===== src/mfpa_pkg.sv =====
// Package for the multi-frame pixel accumulator.
// Holds register indexes, reset values, precision codes and the beat flag struct.
// Depends on nothing; used by mfpa_seq and multi_frame_pixel_accumulator.
package mfpa_pkg;

    // Default frame store depth in pixels.
    localparam int DEF_MAX_PIXELS = 65536;

    // Configuration port widths.
    localparam int CFG_INDEX_W = 2;
    localparam int CFG_DATA_W  = 17;

    // Configuration register indexes.
    localparam logic [CFG_INDEX_W-1:0] CFG_FRAMES_TO_SUM    = 2'd0;
    localparam logic [CFG_INDEX_W-1:0] CFG_PRECISION_MODE   = 2'd1;
    localparam logic [CFG_INDEX_W-1:0] CFG_PIXELS_PER_FRAME = 2'd2;

    // Register widths and reset values.
    localparam int FRAMES_W = 8;
    localparam int MODE_W   = 2;
    localparam int PPF_W    = 17;
    localparam logic [FRAMES_W-1:0] RST_FRAMES_TO_SUM    = 8'd1;
    localparam logic [MODE_W-1:0]   RST_PRECISION_MODE   = 2'd0;
    localparam logic [PPF_W-1:0]    RST_PIXELS_PER_FRAME = 17'd65536;

    // Precision codes. Bit 1 of the mode enables the square output.
    localparam logic [MODE_W-1:0] MODE_SUM16 = 2'd0;
    localparam int MODE_SQUARE_BIT = 1;

    // Field widths.
    localparam int PIX_W = 16;
    localparam int ACC_W = 32;

    // Position flags for one pixel beat.
    typedef struct packed {
        logic first_frame;
        logic last_frame;
        logic last_pixel;
    } t_beat_flags;

endpackage


===== src/mfpa_seq.sv =====
// Raster sequencer: tracks pixel and frame position within a group.
// Produces the store address and position flags of the beat at the input.
// Depends on mfpa_pkg.
module mfpa_seq
    import mfpa_pkg::*;
#(
    parameter int MAX_PIXELS = DEF_MAX_PIXELS,
    parameter int AW = $clog2(MAX_PIXELS)
) (
    input  logic                i_clk,
    input  logic                i_rst_n,
    input  logic                i_advance,
    input  logic [FRAMES_W-1:0] i_frames_to_sum,
    input  logic [PPF_W-1:0]    i_pixels_per_frame,
    output logic [AW-1:0]       o_addr,
    output t_beat_flags         o_flags
);

    // Compare width wide enough for both the register and the store depth.
    localparam int CW = (AW + 1 > PPF_W) ? AW + 1 : PPF_W;

    logic [AW-1:0]       r_pixel_pos;
    logic [AW-1:0]       n_pixel_pos;
    logic [FRAMES_W-1:0] r_frame_pos;
    logic [FRAMES_W-1:0] n_frame_pos;
    logic [CW-1:0]       w_eff_pixels;
    logic [FRAMES_W:0]   w_eff_frames;
    logic                w_last_pixel;
    logic                w_last_frame;

    // Effective frame size: zero counts as one, anything above the store saturates.
    always_comb begin
        w_eff_pixels = CW'(i_pixels_per_frame);
        if (i_pixels_per_frame == '0) begin
            w_eff_pixels = CW'(1);
        end else if (CW'(i_pixels_per_frame) > CW'(MAX_PIXELS)) begin
            w_eff_pixels = CW'(MAX_PIXELS);
        end
    end

    // Effective group length: zero frames counts as one.
    assign w_eff_frames = (i_frames_to_sum == '0) ? (FRAMES_W+1)'(1)
                                                  : {1'b0, i_frames_to_sum};

    // Position flags of the current beat.
    assign w_last_pixel = (CW'(r_pixel_pos) + CW'(1)) >= w_eff_pixels;
    assign w_last_frame = ({1'b0, r_frame_pos} + (FRAMES_W+1)'(1)) >= w_eff_frames;

    assign o_addr              = r_pixel_pos;
    assign o_flags.first_frame = (r_frame_pos == '0);
    assign o_flags.last_frame  = w_last_frame;
    assign o_flags.last_pixel  = w_last_pixel;

    // Next position after an accepted beat.
    always_comb begin
        n_pixel_pos = r_pixel_pos;
        n_frame_pos = r_frame_pos;
        if (i_advance) begin
            if (w_last_pixel) begin
                n_pixel_pos = '0;
                n_frame_pos = w_last_frame ? '0 : r_frame_pos + FRAMES_W'(1);
            end else begin
                n_pixel_pos = r_pixel_pos + AW'(1);
            end
        end
    end

    always_ff @(posedge i_clk) begin
        if (!i_rst_n) begin
            r_pixel_pos <= '0;
            r_frame_pos <= '0;
        end else begin
            r_pixel_pos <= n_pixel_pos;
            r_frame_pos <= n_frame_pos;
        end
    end

    // The last pixel of a frame wraps the pixel position back to zero.
    a_wrap_pixel: assert property (@(posedge i_clk) disable iff (!i_rst_n)
        i_advance && w_last_pixel |=> r_pixel_pos == '0)
        else $error("pixel position did not wrap after last pixel");

    // Inside a frame the frame position holds while the pixel position steps.
    a_step_pixel: assert property (@(posedge i_clk) disable iff (!i_rst_n)
        i_advance && !w_last_pixel
        |=> r_pixel_pos == $past(r_pixel_pos) + AW'(1) && $stable(r_frame_pos))
        else $error("pixel step changed the frame position");

endmodule


===== config.mk =====
export PLATFORM = sky130hd
export DESIGN_NAME = mfpa_seq
export DESIGN_NICKNAME = d
export VERILOG_FILES = /design/src/mfpa_pkg.sv /design/src/mfpa_seq.sv
export SDC_FILE = /design/constraint.sdc
export NUM_CORES = 1
export LEC_CHECK = 0
export BUFFER_PORTS_ARGS = -buffer_cell sky130_fd_sc_hd__buf_2
export CORE_ASPECT_RATIO = 0.75
export CORE_MARGIN = 5
export CORE_UTILIZATION = 60
export DETAILED_ROUTE_END_ITERATION = 6
export PLACE_DENSITY_LB_ADDON = 0.3
export SYNTH_ARGS = -nofsm -noshare
export SYNTH_HDL_FRONTEND = slang
export SYNTH_SLANG_ARGS = --single-unit

===== constraint.sdc =====
create_clock -name i_clk -period 6.8 [get_ports i_clk]
set_clock_uncertainty 0.15 [all_clocks]
set_input_delay 0.34 -clock i_clk [delete_from_list [all_inputs] [get_ports i_clk]]
set_output_delay 0.34 -clock i_clk [all_outputs]
set_load 0.1 [all_outputs]

==> qor.yml <==
status:
  status: "finished clean"
synthesis:
  synth_async_sr_flop_share_pct: 0
  syn-cell-area_mm2: 0.00223
  yosysUniqueCellTypes: 51
  yosysTopAreaCell: "dfxtp_1"
  netlist.area_leader.share_pct: 21.5
  synth-main-ff-cell: "dfxtp_1"
  synth.most_common_cell: "nand2_1"
  yosys-top-cells-area: "dfxtp_1 22%, ha_1 16%, nand2_1 7.4%"
  synth.net_count: 343
  synth-seq-area-share_pct: 21.5
  synthCells: 287
  ys_ff_latch: 24
  yosys_warnings: 0
  syn_avg_cell_area_um2: 7.79
  synth_edf_count: 0
  synthTopCellsByCount: "44 x nand2_1, 28 x ha_1, 24 x dfxtp_1, 18 x nand3_1, 16 x inv_1"
setup_path:
  worstSetupStartpointType: "register"
  critPathRequiredTime_ps: 6310
  cp_top_family: "simple AND/OR/NAND/NOR gates"
  critPathKind: "reg -> out"
  crit_slowest_cell: "and3_1"
  end_kind: "primary output"
  crit_chain: "ha_1, inv_1, nor4_2, and2_1, xor2_1, ha_1, a211oi_1, nor2_1, a211oi_1, and3_1, inv_2, buf_2"
  reg2reg_slack_ps: 2700
  r2r-end: "o_addr[0]"
  r2r_start: "o_addr[0]"
  arrival_ps: 4020
  cp_max_fo: 24
  cp.buffers_inverters: 3
  slowest_delay_ps: 740
  r2r.worst_path.cells: 13
sta:
  slew_violations: 0
  final_hold_viol_count: 0
  final-setup-viol-count: 0
  fin_crit_sh_pct: 66.3
  tightestPinTransition_ps: 853
  grt_setup_unrepaired: "no"
  fin_setup_tns_ps: 0
  fmax_mhz: 222
  fin_crit_ps: 4510
  fin_ws_ps: 2290
  slew_headroom_pct: 43.2
die:
  die_w_um: 80.5
  pin_count: 47
  die-area_mm2: 0.00506
  start_util_pct: 61.4
  dieHeight_um: 62.9
  fp.coreArea_mm2: 0.00364
  rows: 19
cts:
  cts_root_buf: "clkbuf_8"
  cts.sinks: 24
  cts_tree: "done"
  clock_latency_ps: 260
  cts_buffers: 3
  cts_max_level: 1
  clock_path_buffers: 2
  ctsHoldBuffers: 0
  clk_pin_slew_ps: 80
  cts-resized-gates: 0
  post_cts.repair.setup_buffers: 0
global_routing:
  grt_overflow: 0
  grt_usage_pct: 22.7
  antenna_found_initial: 0
  grt_max_degree: 34
  grt_pass1_vias: 2055
  grt_pass1_wl_mm: 9.36
hold_path:
  hold_class: "in -> reg"
  min-delay-start: "i_advance"
  hold_depth: 3
  min_to: "r_frame_pos[7]"
detailed_routing:
  drt-initial-drc-count: 131
  wl_mm: 5.47
  vias: 2193
  viasPerCell: 5.90
  routedWlPerCell_um: 14.7
  drc: 0
  final_antenna_net_count: 0
  drt_pass1_iterations: 5
pwr:
  switching_share_pct: 29.2
  power_mw: 0.283
  power_frac_comb_pct: 19.9
  seqPwrFrac_pct: 50.6
  power_switching_mw: 0.0826
  p_per_area_mw_per_mm2: 114
  p_int_mw: 0.201
  vdd_drop_max_mv: 0.111
  leakagePower_nw: 1.15
  clkPwrFrac_pct: 29.5
placed_design:
  dpl.hpwl_mm: 4.28
  placed_cells: 369
  finalWeightedCongestion: 0.819
  place.port_buffers: 46
  dp_slack_ps: 2610
layout:
  syn2layout_area_growth_pct: 11.6
  drive_gt1_share_pct: 19.1
  final_cells: 372
  nets: 378
  utilization_pct: 68.6
  diodes: 0
job:
  maxCapViolCount: 0
## final cells by class
class                      count  area [um2]
clock buffer                   3        41.3
fill                         321        1140
inverter                      18        67.6
multi-input combinational    229        1610
sequential                    24         480
tap                           52        65.1
timing repair buffer          46         230
## cells in the final DEF, fill, tap and decap left out, types with 7 or more instances in the layout
| master | instances |
|---|---|
| nor4_1 | 9 |
| a21boi_0 | 9 |
| and3_1 | 7 |
| nand3_1 | 18 |
| nor2_1 | 9 |
| xnor2_1 | 11 |
| o21ai_0 | 14 |
| xor2_1 | 9 |
| buf_2 | 46 |
| nand2_1 | 44 |
| ha_1 | 28 |
| a21oi_1 | 8 |
| dfxtp_1 | 24 |
| inv_1 | 16 |
| nand4_1 | 12 |
## through the flow
step	hold slack [ps]	instance area, um2
CTS	349	2490
detailed placement	359	2450
finish	359	2490
floorplan	337	2230
global route	382	2490
global placement	348	2450
## worst max-delay path by stage
stage / from / end / slack, ps / depth (start not counted)
2_1_floorplan: r_frame_pos[0] / o_flags[2] / 2380 / 4
3_3_place_gp: o_addr[0] / o_flags[0] / 2680 / 12
3_5_place_dp: o_addr[0] / o_flags[0] / 2610 / 12
4_1_cts: o_addr[0] / o_flags[0] / 2310 / 12
5_1_grt: o_addr[0] / o_flags[0] / 1870 / 12
6_report: o_addr[0] / o_flags[0] / 2290 / 12
## per-layer routing
layer | GRT usage (%) | wire length, um | vias up
li1 | - | - | 1101
met1 | 32.4 | 2630 | 1007
met2 | 34.5 | 2340 | 81
met3 | 5.91 | 459 | 4
met4 | 3.80 | 33 | 0
met5 | 0 | 0 | -
## state kept, by name, indices dropped and copies added (netlist names)
| signal | flops |
|---|---|
| o_addr | 16 |
| r_frame_pos | 8 |
## power groups by stage
stage | Clock [mW] | Combinational, mW | Sequential, mW
4_1_cts | 0.0851 | 0.0559 | 0.143
3_3_place_gp | 0 | 0.0548 | 0.146
3_5_place_dp | 0 | 0.0556 | 0.147
6_report | 0.0837 | 0.0563 | 0.143
5_1_grt | 0.0918 | 0.0628 | 0.144
2_1_floorplan | 0 | 0.0305 | 0.154
## tightest hold or removal path, delay by kind of cell
kind | cells | cell delay, ps
AO/OA/AOI/OAI | 1 | 60
AND/OR/NAND/NOR | 1 | 110
buffers and inverters | 1 | 210
## cells by family after synthesis
family	count (synthesis)	share of synthesized area, %
xor+xnor	20	7.84
flops	24	21.5
buf+inv	34	6.44
simple gates	125	30.1
compound gates	56	18.5
fa+ha+maj	28	15.7
(Power assumes the default switching activity.)
